$ cat src/rtl/double_ended_queue_macros.svh
// Assertion macros for the double-ended queue.
// Included by the top level; depends on nothing else.
`ifndef DOUBLE_ENDED_QUEUE_MACROS_SVH
`define DOUBLE_ENDED_QUEUE_MACROS_SVH
`ifndef SYNTHESIS
`define DEQ_ASSERT_IMP(label, clk, rst_n, ante, cons, msg) \
    label: assert property (@(posedge clk) disable iff (!rst_n) (ante) |-> (cons)) \
        else $error(msg);
`define DEQ_ASSERT_NXT(label, clk, rst_n, ante, cons, msg) \
    label: assert property (@(posedge clk) disable iff (!rst_n) (ante) |=> (cons)) \
        else $error(msg);
`else
`define DEQ_ASSERT_IMP(label, clk, rst_n, ante, cons, msg)
`define DEQ_ASSERT_NXT(label, clk, rst_n, ante, cons, msg)
`endif
`endif

$ cat src/rtl/deq_pkg.sv
// Types, constants and codes shared by the double-ended queue modules.
// Depends on nothing.
`default_nettype none
package deq_pkg;

    // The capacity must be a power of two: ring slots wrap by truncation.
    localparam int CAPACITY = 256;
    localparam int DATA_W   = 32;
    localparam int ADDR_W   = $clog2(CAPACITY);
    localparam int CNT_W    = ADDR_W + 1;

    localparam int CMD_W    = 3;
    localparam int INDEX_W  = 9;
    localparam int SIZE_W   = 9;
    localparam int STATUS_W = 2;
    localparam int CMP_W    = (INDEX_W > CNT_W) ? INDEX_W : CNT_W;

    localparam int IN_TDATA_W  = ((CMD_W + DATA_W + INDEX_W + 7) / 8) * 8;
    localparam int OUT_TDATA_W = ((DATA_W + SIZE_W + STATUS_W + 7) / 8) * 8;

    localparam int QUEUE_DEPTH = 2;
    localparam int QPTR_W      = $clog2(QUEUE_DEPTH);
    localparam int QCNT_W      = QPTR_W + 1;

    typedef enum logic [CMD_W-1:0] {
        CMD_PUSH_BACK,
        CMD_PUSH_FRONT,
        CMD_POP_BACK,
        CMD_POP_FRONT,
        CMD_READ,
        CMD_WRITE,
        CMD_INSERT,
        CMD_ERASE
    } t_cmd;

    typedef enum logic [STATUS_W-1:0] {
        ST_OK,
        ST_FULL,
        ST_EMPTY,
        ST_RANGE
    } t_status;

    typedef enum logic [2:0] {
        S_IDLE,
        S_READ,
        S_INS_SHIFT,
        S_INS_FIN,
        S_ERA_SHIFT
    } t_state;

    typedef struct packed {
        t_cmd                 cmd;
        logic [DATA_W-1:0]    value;
        logic [INDEX_W-1:0]   index;
    } t_op;

    typedef struct packed {
        logic [DATA_W-1:0]    data;
        logic [SIZE_W-1:0]    size;
        t_status              status;
    } t_res;

endpackage
`default_nettype wire

$ cat src/rtl/deq_queue.sv
// Short command queue between the front and back parts.
// Depends on deq_pkg.
`default_nettype none
module deq_queue (
    input  wire                i_clk,
    input  wire                i_rst_n,
    input  wire                i_push_valid,
    output logic               o_push_ready,
    input  deq_pkg::t_op       i_push_op,
    output logic               o_pop_valid,
    input  wire                i_pop,
    output deq_pkg::t_op       o_pop_op
);
    import deq_pkg::*;

    t_op               r_slot [QUEUE_DEPTH];
    logic [QPTR_W-1:0] r_wr_ptr;
    logic [QPTR_W-1:0] r_rd_ptr;
    logic [QCNT_W-1:0] r_cnt;
    logic              push;
    logic              pop;

    assign o_push_ready = r_cnt != QCNT_W'(QUEUE_DEPTH);
    assign o_pop_valid  = r_cnt != '0;
    assign o_pop_op     = r_slot[r_rd_ptr];
    assign push         = i_push_valid && o_push_ready;
    assign pop          = i_pop && o_pop_valid;

    always_ff @(posedge i_clk) begin
        if (!i_rst_n) begin
            r_wr_ptr <= '0;
            r_rd_ptr <= '0;
            r_cnt    <= '0;
        end else begin
            if (push) begin
                r_wr_ptr <= r_wr_ptr + QPTR_W'(1);
            end
            if (pop) begin
                r_rd_ptr <= r_rd_ptr + QPTR_W'(1);
            end
            if (push && !pop) begin
                r_cnt <= r_cnt + QCNT_W'(1);
            end else if (pop && !push) begin
                r_cnt <= r_cnt - QCNT_W'(1);
            end
        end
    end

    always_ff @(posedge i_clk) begin
        if (push) begin
            r_slot[r_wr_ptr] <= i_push_op;
        end
    end

endmodule
`default_nettype wire

$ cat config.mk
export PLATFORM = sky130hd
export DESIGN_NAME = deq_queue
export DESIGN_NICKNAME = d
export VERILOG_FILES = /design/src/rtl/double_ended_queue_macros.svh /design/src/rtl/deq_pkg.sv /design/src/rtl/deq_queue.sv
export SDC_FILE = /design/constraint.sdc
export NUM_CORES = 1
export LEC_CHECK = 0
export BUFFER_PORTS_ARGS = -buffer_cell sky130_fd_sc_hd__clkbuf_2
export CAP_MARGIN = 20
export CORE_MARGIN = 2
export CORE_UTILIZATION = 40
export CTS_CLUSTER_SIZE = 20
export DETAILED_ROUTE_END_ITERATION = 7
export GPL_ROUTABILITY_DRIVEN = 0
export GPL_TIMING_DRIVEN = 0
export SYNTH_ARGS = -nofsm -noshare
export SYNTH_HDL_FRONTEND = slang
export SYNTH_SLANG_ARGS = --single-unit
$ cat constraint.sdc
create_clock -name i_clk -period 2.75 [get_ports i_clk]
set_input_delay 0.55 -clock i_clk [delete_from_list [all_inputs] [get_ports i_clk]]
set_output_delay 0.55 -clock i_clk [all_outputs]
set_load 0.005 [all_outputs]
# ---- Yosys cells after proc, flatten, opt, wreduce, memory -nomap -nowiden
# Memories as Yosys holds them, arrays and structs flattened. A register that Yosys moved wholly into a read port is not among the register bits.
# Index checks and enable logic that the tools add are counted.
dict set report word_totals {
  ff_bits 4
  ramBits 88
  in_bits 48
  out_inout_bits 46
  n_memories 1
}
# name words word_bits read_ports rd_clocked_by_memory_dff wr line_no
set memory_table {}
lappend memory_table {r_slot 2 44 1 1 1 deq_queue.sv:16} ;# t_op r_slot [QUEUE_DEPTH];
dict set report op_classes {
  addsub 4
  n_eq_ne 1
  n_mux 6
  n_reduce_logical 8
}
# operator count
set op_table {}
lappend op_table {{logical AND 1 bit} 4}
lappend op_table {{2-to-1 mux 1 bit} 4}
lappend op_table {{2-to-1 mux 2 bit} 2}
lappend op_table {{nonzero test 2 bit} 2}
lappend op_table {{adder 1 bit, second input constant} 2}
lappend op_table {{adder 2 x 1 -> 2 bit, second input constant} 1}
lappend op_table {{zero test 1 bit} 2}
lappend op_table {{inequality test 2 bit, second input constant} 1}
lappend op_table {{subtractor 2 x 1 -> 2 bit, second input constant} 1}

# ---- Longest topological paths before layout
dict set report logic_depth {
  word_depth 6
  ltp_mapped 6
  depth_no_buf 6
}

# ---- Worst setup path after synthesis
# Ideal clock, no wire load.
dict set report synth_timing {
  path_type {reg-to-reg}
  startpoint {register r_cnt[0]}
  endpoint {memory r_slot[1][0] (netlist name), enable pin}
  setup_time_ps 406
  arrival_time_ps 1663
  slack_ps 681
  stages_incl_launch_ff 3
  n_path_buf 0
  cell_sequence {dfxtp_1 nand2b_4 and3_1}
}
dict set report synth_via {
  elab_chain_len 4
}
# item line_no
set synth_lines {}
lappend synth_lines {{start: declaration} deq_queue.sv:19} ;# logic [QCNT_W-1:0] r_cnt;
lappend synth_lines {{start signal: assignment} deq_queue.sv:42} ;# r_cnt <= r_cnt + QCNT_W'(1);
lappend synth_lines {{start signal: assignment} deq_queue.sv:44} ;# r_cnt <= r_cnt - QCNT_W'(1);
lappend synth_lines {{inequality test 2 bit} deq_queue.sv:23} ;# assign o_push_ready = r_cnt != QCNT_W'(QUEUE_DEPTH);
lappend synth_lines {{named net o_push_ready} deq_queue.sv:8} ;# output logic o_push_ready,
lappend synth_lines {{logical AND 1 bit} deq_queue.sv:26} ;# assign push = i_push_valid && o_push_ready;
lappend synth_lines {{2-to-1 mux 1 bit} deq_queue.sv:50} ;# if (push) begin
lappend synth_lines {{2-to-1 mux 1 bit (implied by the code)} deq_queue.sv:51} ;# r_slot[r_wr_ptr] <= i_push_op;
lappend synth_lines {{end: declaration} deq_queue.sv:16}
# The timed path passes the listed nets, and every way through them passes these cells.

==> reports/qor.csv <==
metric,value,unit
r2r-end,r_slot[1][3],
num_vias,1807,
synth_cell_type_count,20,
synth_mux_area_share,14.54,%
grt_start_max_net_pins,30,
max_slew_margin,69.57,%
syn-cell-area,0.003408,sq mm
wire_per_inst,15.88,um
drt_iter0_drc,33,
yosysWarnings,0,
path_class,flop to primary output,
grt_pass1_wl,9.032,mm
worstPathRequired,2.20,ns
track_usage,13.48,%
start_util,41.27,%
maxCapViolations,0,
maxSlewViolCount,0,
postRouteAntennaNets,0,
cp-endpoint,o_pop_op[21],
cts_setup_buffers,0,
diodes,0,
regToRegSetupSlack,1.06,ns
pwr-share-comb,24.5,%
period_minus_slack,2.169,ns
htreeDepth,3,
die_area,0.009275,sq mm
status,"complete, no violations",
io_buffers,93,
hold_class,primary input to flop,
grt_pass1_vias,1860,
setup_viol,0,
vias_per_cell,4.793,
tns,0,ns
synth-compound-area-share,1.028,%
p_leak,1.615,nW
place_hpwl,4.004,mm
p_seq_share,49.6,%
grt-ovfl-total,0,
crit_path_end_kind,primary output,
num_rows,33,
rr_worst_depth,3,
final_common_cell,clkbuf_2,
synthSimpleGateAreaFrac,1.909,%
cts_tree,built,
nets,316,
synth_top_family_by_area,multiplexers,
dieWidth,96.31,um
clkPwrFrac,25.9,%
clkTransAtPathRegs,0.09,ns
cts_num_sinks,93,
clock_latency,0.35,ns
synth_cells,161,
hold_violations,0,
clockRootBuffer,clkbuf_8,
ir_drop,0.5689,mV
antenna_found_initial,0,
fmax,461.0,MHz
syn-num-nets,210,
synthXorXnorAreaFrac,0.7709,%
netSwitchingFraction,24.99,%
drc_errors,0,
ys_ff_latch,93,
layout_common_cells,"clkbuf_2 (93), edfxtp_1 (88), mux2_2 (44)",
crit_arrival,1.62,ns
power-per-cell-area,864.0,mW/mm^2
boundaryPins,94,
p_int,0.002757,W
yosys.area_share.adder,0.3671,%
numCtsBuffers,9,
finalCritPeriodShare,78.88,%
syn_to_final_growth,24.82,%
tightest_slew,0.4565,ns
cts_hold_buffers,0,
rsz0062_at_grt,no,
p_switching,0.0009186,W
final_cells,377,
r2r_start,r_cnt[0],
fill_cells,729,
drt_wl_total,5.986,mm
cts_resized,0,
place_inst,361,
die_h,96.31,um
crit_fanout,10,
first_pass_iters,4,
drive_gt1_share,59.56,%
cts_buffer_depth,2,
syn_avg_cell_area,21.17,sq um
core,0.008258,sq mm
yosysSeqAreaShare,80.47,%
skew,0.007870,ns
start_kind,flop,
## cell families after synthesis
kind of cell / Yosys count
flip-flops: 93
multiplexers: 44
AND/OR/NAND/NOR: 9
buffers and inverters: 6
AO/OA/AOI/OAI: 5
XOR/XNOR: 3
adder cells (fa/ha/maj): 1
## worst max-delay path, cell delays in order (launching register included)
cell	delay, ns
dfxtp_1	0.31
buf_2	0.19
buf_2	0.29
mux2_2	0.37
clkbuf_2	0.12
## cell usage after synthesis, drive strengths merged
cell	count	area (sq um)
a21bo	1	10.01
a21boi	2	15.02
and2	4	25.02
and3	1	6.260
buf	5	27.53
dfxtp	5	100.1
edfxtp	88	2643
ha	1	12.51
inv	1	3.750
mux2	44	495.5
nand2b	1	13.76
nand3b	1	7.510
o21ai	2	10.00
or2	1	6.260
or3	1	6.260
xnor2	2	17.52
xor2	1	8.760
## per-stage QoR
| stage | instance area [sq um] | setup slack (ns) | utilization (%) | hold WS, ns | total power (W) |
|---|---|---|---|---|---|
| after floorplan | 3408 | 0.6808 | - | 0.5124 | 0.002383 |
| after global placement | 4005 | -0.1242 | 48.50 | 0.5315 | 0.002744 |
| after detailed placement | 4046 | 0.9137 | 49.00 | 0.5506 | 0.002778 |
| after CTS | 4254 | 0.5143 | 51.52 | 0.3630 | 0.003739 |
| after global routing | 4254 | 0.4589 | 51.52 | 0.3635 | 0.003876 |
| final | 4254 | 0.5807 | 51.52 | 0.3874 | 0.003675 |
## worst min path at each step
stage / startpoint / endpoint / depth (start not counted)
detailed placement: r_cnt[1] / r_cnt[1] / 2
global placement: r_cnt[1] / r_cnt[1] / 2
floorplan: r_cnt[1] / r_cnt[1] / 2
finish: i_push_op[14] / r_slot[1][14] / 1
global route: i_push_op[36] / r_slot[0][36] / 1
CTS: i_push_op[36] / r_slot[0][36] / 1
## sequential cells by signal, indices dropped and copies added, names as in the netlist, named ones only
register / count
r_wr_ptr: 1
r_rd_ptr: 1
r_slot: 88
r_cnt: 2
## power groups by stage
stage               combinational, W  clock (W)  sequential (W)
finish                      0.000901   0.000954         0.00182
global route                 0.00101    0.00103         0.00184
CTS                         0.000927   0.000989         0.00182
detailed placement          0.000922          0         0.00186
global placement            0.000886          0         0.00186
floorplan                   0.000538          0         0.00185
## per-layer routing
metal  vias to the layer above  global-route usage [%]  wire length [um]
met4                         0                   5.634               100
li1                        838                       -                 -
met3                        10                   4.699               503
met1                       891                   16.61              2543
met2                        68                   21.64              2839
met5                         -                       0                 0
## cell type report
class | count | area (sq um) | share of cell area (%)
inverters | 1 | 3.754 | 0.08824
clock buffers | 12 | 135.1 | 3.176
multi-input cells | 62 | 635.6 | 14.94
well taps | 105 | 131.4 | 3.088
repair buffers | 95 | 505.5 | 11.88
plain buffers | 5 | 27.53 | 0.6471
flip-flops and latches | 93 | 2743 | 64.47
clock inverters | 4 | 72.57 | 1.706
(Power assumes the default switching activity.)
