File: src/rtl/double_ended_queue_macros.svh
// Assertion macros for the double-ended queue.
// Included by the top level; depends on nothing else.
`ifndef DOUBLE_ENDED_QUEUE_MACROS_SVH
`define DOUBLE_ENDED_QUEUE_MACROS_SVH
`ifndef SYNTHESIS
`define DEQ_ASSERT_IMP(label, clk, rst_n, ante, cons, msg) \
    label: assert property (@(posedge clk) disable iff (!rst_n) (ante) |-> (cons)) \
        else $error(msg);
`define DEQ_ASSERT_NXT(label, clk, rst_n, ante, cons, msg) \
    label: assert property (@(posedge clk) disable iff (!rst_n) (ante) |=> (cons)) \
        else $error(msg);
`else
`define DEQ_ASSERT_IMP(label, clk, rst_n, ante, cons, msg)
`define DEQ_ASSERT_NXT(label, clk, rst_n, ante, cons, msg)
`endif
`endif

File: src/rtl/deq_pkg.sv
// Types, constants and codes shared by the double-ended queue modules.
// Depends on nothing.
`default_nettype none
package deq_pkg;

    // The capacity must be a power of two: ring slots wrap by truncation.
    localparam int CAPACITY = 256;
    localparam int DATA_W   = 32;
    localparam int ADDR_W   = $clog2(CAPACITY);
    localparam int CNT_W    = ADDR_W + 1;

    localparam int CMD_W    = 3;
    localparam int INDEX_W  = 9;
    localparam int SIZE_W   = 9;
    localparam int STATUS_W = 2;
    localparam int CMP_W    = (INDEX_W > CNT_W) ? INDEX_W : CNT_W;

    localparam int IN_TDATA_W  = ((CMD_W + DATA_W + INDEX_W + 7) / 8) * 8;
    localparam int OUT_TDATA_W = ((DATA_W + SIZE_W + STATUS_W + 7) / 8) * 8;

    localparam int QUEUE_DEPTH = 2;
    localparam int QPTR_W      = $clog2(QUEUE_DEPTH);
    localparam int QCNT_W      = QPTR_W + 1;

    typedef enum logic [CMD_W-1:0] {
        CMD_PUSH_BACK,
        CMD_PUSH_FRONT,
        CMD_POP_BACK,
        CMD_POP_FRONT,
        CMD_READ,
        CMD_WRITE,
        CMD_INSERT,
        CMD_ERASE
    } t_cmd;

    typedef enum logic [STATUS_W-1:0] {
        ST_OK,
        ST_FULL,
        ST_EMPTY,
        ST_RANGE
    } t_status;

    typedef enum logic [2:0] {
        S_IDLE,
        S_READ,
        S_INS_SHIFT,
        S_INS_FIN,
        S_ERA_SHIFT
    } t_state;

    typedef struct packed {
        t_cmd                 cmd;
        logic [DATA_W-1:0]    value;
        logic [INDEX_W-1:0]   index;
    } t_op;

    typedef struct packed {
        logic [DATA_W-1:0]    data;
        logic [SIZE_W-1:0]    size;
        t_status              status;
    } t_res;

endpackage
`default_nettype wire

File: src/rtl/deq_front.sv
// Front part: takes items from the input stream, decodes them into commands
// and holds one in a register for the command queue. Depends on deq_pkg.
`default_nettype none
module deq_front (
    input  wire                                i_clk,
    input  wire                                i_rst_n,
    input  wire                                i_s_tvalid,
    output logic                               o_s_tready,
    input  wire  [deq_pkg::IN_TDATA_W-1:0]     i_s_tdata,
    output logic                               o_op_valid,
    input  wire                                i_op_ready,
    output deq_pkg::t_op                       o_op
);
    import deq_pkg::*;

    logic r_valid;
    t_op  r_op;
    t_op  n_op;
    logic accept;

    assign o_s_tready = !r_valid || i_op_ready;
    assign accept     = i_s_tvalid && o_s_tready;
    assign o_op_valid = r_valid;
    assign o_op       = r_op;

    always_comb begin
        n_op.cmd   = t_cmd'(i_s_tdata[CMD_W-1:0]);
        n_op.value = i_s_tdata[CMD_W +: DATA_W];
        n_op.index = i_s_tdata[CMD_W + DATA_W +: INDEX_W];
    end

    always_ff @(posedge i_clk) begin
        if (!i_rst_n) begin
            r_valid <= 1'b0;
        end else if (accept) begin
            r_valid <= 1'b1;
        end else if (i_op_ready) begin
            r_valid <= 1'b0;
        end
    end

    always_ff @(posedge i_clk) begin
        if (accept) begin
            r_op <= n_op;
        end
    end

endmodule
`default_nettype wire

File: config.mk
export PLATFORM = sky130hd
export DESIGN_NAME = deq_front
export DESIGN_NICKNAME = d
export VERILOG_FILES = /design/src/rtl/double_ended_queue_macros.svh /design/src/rtl/deq_pkg.sv /design/src/rtl/deq_front.sv
export SDC_FILE = /design/constraint.sdc
export NUM_CORES = 1
export LEC_CHECK = 0
export BUFFER_PORTS_ARGS = -buffer_cell sky130_fd_sc_hd__buf_2
export CORE_ASPECT_RATIO = 0.7
export CORE_MARGIN = 3
export CORE_UTILIZATION = 35
export CTS_BUF_LIST = sky130_fd_sc_hd__clkbuf_8 sky130_fd_sc_hd__clkbuf_16
export DETAILED_ROUTE_END_ITERATION = 12
export GPL_ROUTABILITY_DRIVEN = 0
export HOLD_SLACK_MARGIN = 0.06
export PLACE_DENSITY = 0.81
export SLEW_MARGIN = 20
export SYNTH_ARGS = -nofsm -noshare
export SYNTH_HDL_FRONTEND = slang
export SYNTH_SLANG_ARGS = --single-unit
File: constraint.sdc
create_clock -name i_clk -period 1.2 [get_ports i_clk]
set_input_delay 0.18 -clock i_clk [delete_from_list [all_inputs] [get_ports i_clk]]
set_output_delay 0.18 -clock i_clk [all_outputs]
set_load 0.005 [all_outputs]
Yosys cells after proc, flatten, opt, wreduce, memory -nomap -nowiden. Cells that the tools add are included.

Flip-flop bits (word level): 45. Input port bits: 52. Output and inout bits: 46. Logic and storage cells: 10.

Muxes and demuxes: 2. Reduce and logical (&&, ||, !) cells: 4.

Operators by type and width (number): 2-to-1 mux 1 bit (2); nonzero test 2 bit (1); logical AND 1 bit (1); logical NOT 1 bit (1); logical OR 1 bit (1).

Longest topological paths before layout. Gate-level depths: netlist of run 1.

Depth in word-level cells: 4. Gate-level depth with buffers: 2.

Worst setup path after synthesis of run 1. Ideal clock, no wire load.

Path type: flip-flop to flip-flop. Start point: reg r_valid, in the netlist o_op_valid. End point: reg r_op, in the netlist o_op[0] (enable). Setup time: 360 ps. Data arrival time: 830 ps. Required time: 840 ps. Path slack: 10 ps. Stages on the path, launching flop included: 3. Clock period less this slack: 1190 ps. Cells stage by stage: dfxtp_1 -> nand2b_4 -> and2_4.

Longest elaborated chain between the ends: 3.

Ends and longest elaborated chain: start, declared (line deq_front.sv:16) `logic r_valid;`; start signal, assigned (line deq_front.sv:34) `r_valid <= 1'b0;`; start signal, assigned (line deq_front.sv:36) `r_valid <= 1'b1;`; start signal, assigned (line deq_front.sv:38) `r_valid <= 1'b0;`; logical NOT 1 bit (line deq_front.sv:21) `assign o_s_tready = !r_valid || i_op_ready;`; logical OR 1 bit (line deq_front.sv:21); named net o_s_tready (line deq_front.sv:8) `output logic o_s_tready,`; logical AND 1 bit (line deq_front.sv:22) `assign accept = i_s_tvalid && o_s_tready;`; named net accept (line deq_front.sv:19) `logic accept;`; end signal, assigned (line deq_front.sv:44) `r_op <= n_op;`; end, declared (line deq_front.sv:17) `t_op r_op;`.

The timed path passes the listed nets, and every way through them passes these cells. A chain may end at the register's enable or synchronous reset.

Worst setup path in the final report of run 1.
Start point: reg r_valid, in the netlist o_op_valid. End point: reg r_op, in the netlist o_op[12] (enable).

Longest elaborated chain between the ends: 3.

Ends and longest elaborated chain (line): logical NOT 1 bit (deq_front.sv:21); logical OR 1 bit (deq_front.sv:21); logical AND 1 bit (deq_front.sv:22); named net accept (deq_front.sv:19).

The timed path passes the listed nets, and every way through them passes these cells.

==> results.cfg, run 1 <==
[run_status]
status = complete, no violations

[finish]
fin_util = 0.646
finalNetCount = 235
drive_gt1_frac = 0.576
diodes = 0
area_growth_pct = 71.0

[logic_synthesis]
synth_area_sq_um = 1380
ys.flop_type = edfxtp_1
syn-num-nets = 101
yosysTopAreaCell = edfxtp_1
yosysUniqueCellTypes = 6
async_flop_share = 0
synthTopCellsByArea = edfxtp_1 (96%), dfxtp_1 (1.5%), nand2b_4 (1.0%), a21boi_2 (0.82%), and2_4 (0.64%)
yosysWarnings = 0
synth_seq_cells = 45
synth_cells = 49
yosysSeqAreaShare = 0.973
synth_top_area_share = 0.958
synth_edf_count = 44
synth.avg_cell_area_sq_um = 28.1
synth.most_common_cell = edfxtp_1

[clock_network]
cts_made_buffers = 5
cts_num_sinks = 45
ctsResizeCount = 0
clk_pin_slew_worst_paths_ps = 80
cts_tree = done
root_buffer = clkbuf_8
clkLatencyLatePin_ps = 280
clock_path_buffers = 2
cts.htree.levels = 2

[floorplanning]
core_sq_um = 3650
dieWidth_microns = 81.0
initial_utilization = 0.378
io_pins = 98
die_h_microns = 58.5
die_area_sq_um = 4740
rows = 18

[critical_path]
rr_startpoint = o_op_valid
cp-start-kind = flip-flop
cp_data_arrival_time_ps = 1050
required_ps = 1200
cp_max_fo = 24
cp-startpoint = o_op_valid
crit_path_end_kind = flip-flop
critPathKind = reg2reg

[timing]
drv_slew = 0
post-route-min-period_ps = 1060
clock_skew_ps = 3.01
finalCritPeriodShare = 0.881
worstMarginPinSlew_ps = 130
hold_viol = 0
clock.fmax_mhz = 945
setup_violations = 0
rsz0062_at_grt = false
relSlewSlack = 0.914
setup_tns_ps = 0
finalHoldWorstSlack_ps = 72.7

[global_route]
grt_max_degree = 25
grt_use_total = 0.144
overflow = 0
grt_pass1_wl_microns = 4750
antenna_found_initial = 0
grt_pass1_vias = 987

[min_path]
hold_start = i_s_tdata[35]
hold_class = in2reg

[routing]
drt_iter0_drc = 48
wl_microns = 3390
wl_met1_microns = 1160
vias_per_cell = 4.12
dr_total_vias = 963
drcViolationCount = 0
wire_per_inst_microns = 14.5
dr_wl_met2_microns = 1820
met3_length_microns = 387
topRoutingLayerUsed = met4
detail-route-antenna-nets = 0
dr.pass1.iters = 4

[placed_design]
hpwl_microns = 2260
portBuffers = 93

[pwr]
p_per_area_nw_per_um2 = 1310
ir_drop_mv = 0.621
power_leakage_uw = 0.00102

[job]
max_cap_violations = 0
## through the flow
step           power (uW)  instance area [sq um]  std cells  setup WS, ps
6_report             3080                   2360        234           142
5_1_grt              3240                   2360        234           106
4_1_cts              3100                   2290        227           130
3_5_place_dp         2140                   1950        194           140
3_3_place_gp         2120                   1950        194           160
2_1_floorplan        1940                   1380         49          10.3
## critical path, stage by stage, from the launching register on
cell and delay, ps:
dfxtp_1 340, nand2b_4 80, and2_4 170, buf_12 170
## layout by cell type, fill, tap and decap left out
| master | netlist | routed |
|---|---|---|
| buf_2 | 0 | 93 |
| edfxtp_1 | 44 | 44 |
| dlygate4sd3_1 | 0 | 32 |
| clkbuf_8 | 0 | 5 |
| buf_12 | 0 | 2 |
| nand2b_4 | 1 | 1 |
| and2_4 | 1 | 1 |
| inv_1 | 1 | 1 |
| a21boi_2 | 1 | 1 |
| inv_6 | 0 | 1 |
| clkinvlp_4 | 0 | 1 |
| clkinv_2 | 0 | 1 |
| dfxtp_1 | 1 | 1 |
## path summary, 6_finish.rpt
kind                      to  slack [ps]  cells after the start
hold / removal       o_op[0]          70                      1
hold reg to reg   o_op_valid         500                      2
setup reg to reg    o_op[12]         140                      3
setup / recovery    o_op[12]         140                      3
## timing repair
action	CTS	global route
buffers inserted	0	0
hold buffers	25	7
setup endpoints to repair	0	0
endpoints found under the hold margin	25	7
## routing by layer
layer | GRT usage | vias to the layer above
li1 | - | 460
met1 | 0.138 | 439
met2 | 0.276 | 60
met3 | 0.0627 | 4
met4 | 0.0434 | 0
met5 | 0 | -
## state kept, by name, summed over array words and instances, names as in the netlist
signal	flops
o_op_valid	1
o_op	44
## area by class of cell
class / instances / area, sq um
flip-flops and latches: 45 / 1340
fillers: 284 / 1290
repair buffers: 127 / 826
clock buffers: 5 / 68.8
well taps: 50 / 62.6
multi-input cells: 3 / 33.8
clock inverters: 3 / 21.3
inverters: 1 / 3.75
## cells by family (layout without fill, tap and decap cells)
group           after synthesis  after routing  synth area share
compound gates                1              1           0.00817
simple gates                  2              2            0.0163
flops                        45             45             0.973
buf+inv                       1            136           0.00272
## report_power, final
group	total, uW	internal, uW	switching (uW)
clock	901	413	488
combinational	326	200	126
sequential	1860	1830	23.3
total	3080	2440	637
Power figures use the tool's default switching activity.
==> inputs of run 2 (changes only) <==
Settings changed: CORE_UTILIZATION 35 to 30, GPL_TIMING_DRIVEN set to 0, PLACE_DENSITY 0.81 to 0.72, SLEW_MARGIN 20 to unset.
==> run 2 against run 1 <==
Compared with the run above: setup slack lost 39 ps; non-clock buffer count increased by 1; critical path depth is 1 lower; clock-buffer cell count did not move; cell area grew 0.90%; sequential cell count is the same; via count grew 0.42%; critical path type unchanged; largest power group unchanged.
==> results.cfg, run 2 (same netlist as run 1, synthesis figures left out) <==
[placed_design]
post-place-cells = 194
portBuffers = 93
pre_cts_ws_ps = -92.8

[floorplanning]
die_area_sq_um = 5460
die_h_microns = 62.7
io_pins = 98
rows = 19
core_sq_um = 4160
dieWidth_microns = 87.0
initial_utilization = 0.331

[routing]
dr_total_vias = 967
wire_per_inst_microns = 14.4
detail-route-antenna-nets = 0
dr.pass1.iters = 4
wl_microns = 3430
vias_per_cell = 4.06
drt_iter0_drc = 38
drcViolationCount = 0

[clock_network]
clock_path_buffers = 2
cts_tree = done
root_buffer = clkbuf_8
clk_pin_slew_worst_paths_ps = 80
cts_made_buffers = 5
cts.htree.levels = 2
clkLatencyLatePin_ps = 290
cts_num_sinks = 45

[job]
max_cap_violations = 0

[finish]
layout_common_cells = buf_2 (93), edfxtp_1 (44), dlygate4sd3_1 (35)
diodes = 0
fin_cells = 238
finalNetCount = 237
drive_gt1_frac = 0.559
area_growth_pct = 72.5
fin_util = 0.572
n_fill_cell = 330
final_common_cell = buf_2
largest_reg_flops = 44

[pwr]
combPwrFrac = 0.097
sequentialPowerShare = 0.569
p_sw_frac = 0.191
ir_drop_mv = 1.05
p_per_area_nw_per_um2 = 1370
power_leakage_uw = 0.00102
power_frac_clock = 0.334
switching_power_uw = 625
p_int_uw = 2640

[critical_path]
critPathKind = reg2reg
cp_slowest_cell = dfxtp_1
rr_startpoint = o_op_valid
cp-start-kind = flip-flop
cp_top_family = simple AND/OR/NAND/NOR gates
critPathBufInv = 0
cp-startpoint = o_op_valid
required_ps = 1160
critPathMaxStageDelay_ps = 340
path_cells = nand2b_4, and2_4
cp_data_arrival_time_ps = 1060
crit_path_end_kind = flip-flop
cp_max_fo = 22
r2r_slack_ps = 100

[timing]
hold_viol = 0
fin_ws_ps = 104
setup_violations = 0
setup_tns_ps = 0
drv_slew = 0
worstMarginPinSlew_ps = 297
post-route-min-period_ps = 1100
rsz0062_at_grt = false
relSlewSlack = 0.802
finalCritPeriodShare = 0.914
finalHoldWorstSlack_ps = 70.6
clock_skew_ps = 3.91
clock.fmax_mhz = 912

[min_path]
hold_class = in2reg
hold_start = i_s_tdata[17]

[global_route]
grt_pass1_wl_microns = 5210
grt_pass1_vias = 1087
grt_use_total = 0.128
overflow = 0
antenna_found_initial = 0
grt_max_degree = 23

[run_status]
status = complete, no violations
[run 2: layout make-up]
type	count	area, sq um	area share
clock inverter	3	41.3	0.0174
timing repair buffer	128	816	0.343
multi-input combinational	4	42.5	0.0179
clock buffer	5	68.8	0.0289
sequential	45	1340	0.564
tap	52	65.1	0.0274
inverter	1	3.75	0.00158
[run 2: path summary, 6_finish.rpt]
kind / end / cells after the start
hold / removal: o_op[23] / 1
setup reg to reg: o_op[19] / 2
hold reg to reg: o_op_valid / 2
setup / recovery: o_op[19] / 2
[run 2: power groups by stage]
| stage | clock (uW) | combinational (uW) | sequential [uW] |
|---|---|---|---|
| after detailed placement | 0 | 225 | 1890 |
| after global placement | 0 | 219 | 1890 |
| final | 1090 | 318 | 1860 |
| after floorplan | 0 | 36.7 | 1910 |
| after CTS | 1120 | 300 | 1860 |
| after global routing | 1180 | 351 | 1870 |
[run 2: metrics by stage]
stage	total power (uW)	cell area [sq um]
final	3260	2380
after global routing	3400	2380
after CTS	3280	2310
after detailed placement	2120	1910
after global placement	2110	1910
after floorplan	1940	1380
[run 2: what timing repair did]
action / CTS / global route
endpoints found under the hold margin: 28 / 7
hold buffers: 28 / 7
resized for setup: 1 / 0
buffers inserted: 0 / 0
setup endpoints to repair: 44 / 0
[run 2: metal layers]
metal / share of wire / track usage / vias to the layer above
li1: - / - / 463
met1: 0.37 / 0.138 / 443
met2: 0.50 / 0.209 / 59
met3: 0.12 / 0.0725 / 2
met4: 0.0067 / 0.0467 / 0
met5: 0 / 0 / -
==> inputs of run 3 (changes only) <==
Settings changed: CORE_ASPECT_RATIO 0.7 to unset.
==> run 3 against run 2 <==
Compared with the run above: wire length is 0.17% lower; die area shrank 0.23%; global-route usage rose by 0.60 points; highest routed layer unchanged; sequential share of layout area shrank 1.1 points; largest power group unchanged; sequential power hardly changed; critical endpoint is now o_op[36].
==> results.cfg, run 3 (same netlist as run 1, synthesis figures left out) <==
[timing]
worstMarginPinSlew_ps = 290
post-route-min-period_ps = 1130
setup_tns_ps = 0
drv_slew = 0
relSlewSlack = 0.807
clock_skew_ps = 10.3
finalHoldWorstSlack_ps = 68.5
hold_viol = 0
clock.fmax_mhz = 889
rsz0062_at_grt = false
setup_violations = 0
finalCritPeriodShare = 0.938

[pwr]
p_sw_frac = 0.199
sequentialPowerShare = 0.556
power_frac_clock = 0.345
p_per_area_nw_per_um2 = 1370
power_leakage_uw = 0.00105
switching_power_uw = 662
combPwrFrac = 0.099
ir_drop_mv = 0.849
p_int_uw = 2670

[floorplanning]
io_pins = 98
initial_utilization = 0.314
die_h_microns = 73.8
rows = 24
dieWidth_microns = 73.8
core_sq_um = 4380
die_area_sq_um = 5450

[min_path]
hold_class = in2reg

[clock_network]
cts_num_sinks = 45
cts_made_buffers = 5
root_buffer = clkbuf_8
clock_path_buffers = 2
clkLatencyLatePin_ps = 290
cts.htree.levels = 2
cts_tree = done
clk_pin_slew_worst_paths_ps = 90

[critical_path]
cp_max_fo = 22
cp_data_arrival_time_ps = 1090
required_ps = 1170
cp-start-kind = flip-flop
cp_slowest_cell = dfxtp_1
crit_path_end_kind = flip-flop
path_cells = nand2b_4, and2_4
critPathKind = reg2reg
critPathMaxStageDelay_ps = 350

[finish]
multiInputGateArea_sq_um = 42.5
layout_common_cells = buf_2 (93), edfxtp_1 (44), dlygate4sd3_1 (39)
finalNetCount = 241
diodes = 0
area_growth_pct = 75.9
final_common_cell = buf_2
drive_gt1_frac = 0.553
fin_cells = 242
fin_util = 0.553
regArea_sq_um = 1340
largest_reg_flops = 44
n_fill_cell = 352

[placed_design]
hpwl_microns = 2110
post-place-cells = 194
portBuffers = 93

[routing]
vias_per_cell = 4.07
wire_per_inst_microns = 14.2
wl_microns = 3430
dr.pass1.iters = 4
dr_total_vias = 984
drt_iter0_drc = 27
drcViolationCount = 0
detail-route-antenna-nets = 0

[global_route]
grt_pass1_wl_microns = 5140
overflow = 0
grt_max_degree = 23
grt_pass1_vias = 1060
grt_use_total = 0.134
antenna_found_initial = 0

[job]
max_cap_violations = 0

[run_status]
status = complete, no violations
## run 3: changes by cell type in the layout (fill, tap and decap cells not counted)
cell and change:
clkinv_1 -1, clkinvlp_4 -1, dlygate4sd3_1 +4, inv_6 +2
## run 3: power by group through the flow
| stage | Clock (uW) | Sequential [uW] | Combinational, uW |
|---|---|---|---|
| final | 1150 | 1850 | 328 |
| after detailed placement | 0 | 1890 | 225 |
| after floorplan | 0 | 1910 | 36.7 |
| after global placement | 0 | 1890 | 219 |
| after global routing | 1250 | 1860 | 363 |
| after CTS | 1180 | 1850 | 321 |
## run 3: worst max-delay path, delay by kind of cell (launching register included)
family	cells	cell delay [ps]
and+or+nand+nor	2	440
DFF	1	350
## run 3: layer usage
layer | up-vias | track usage | part of all wire
li1 | 473 | - | -
met1 | 444 | 0.138 | 0.35
met2 | 63 | 0.219 | 0.50
met3 | 4 | 0.0807 | 0.14
met4 | 0 | 0.0604 | 0.012
met5 | - | 0 | 0
## run 3: area by class of cell
class                      instances  area share
clock inverter                     3      0.0196
clock buffer                       5      0.0284
multi-input combinational          4      0.0175
sequential                        45       0.553
tap                               52      0.0268
timing repair buffer             132       0.353
inverter                           1     0.00155
## run 3: path summary, 6_finish.rpt
check,endpoint,startpoint,cells after the start,slack [ps]
setup reg to reg,o_op[36],o_op_valid,2,70
hold reg to reg,o_op_valid,o_op_valid,2,550
hold / removal,o_op[41],i_s_tdata[0],1,70
setup / recovery,o_op[36],o_op_valid,2,70
## run 3: metrics by stage
step | worst slack (ps) | area [sq um] | power [uW]
final | 75.0 | 2420 | 3330
after global routing | 34.2 | 2420 | 3470
after CTS | 85.9 | 2390 | 3350
after detailed placement | -102 | 1910 | 2110
after global placement | -76.2 | 1910 | 2100
after floorplan | 10.3 | 1380 | 1940
## run 3: what timing repair did
item | CTS | global route
gates resized for setup | 1 | 0
hold endpoints to repair | 36 | 3
setup endpoints to repair | 44 | 0
hold buffers | 36 | 3
setup buffers | 0 | 0
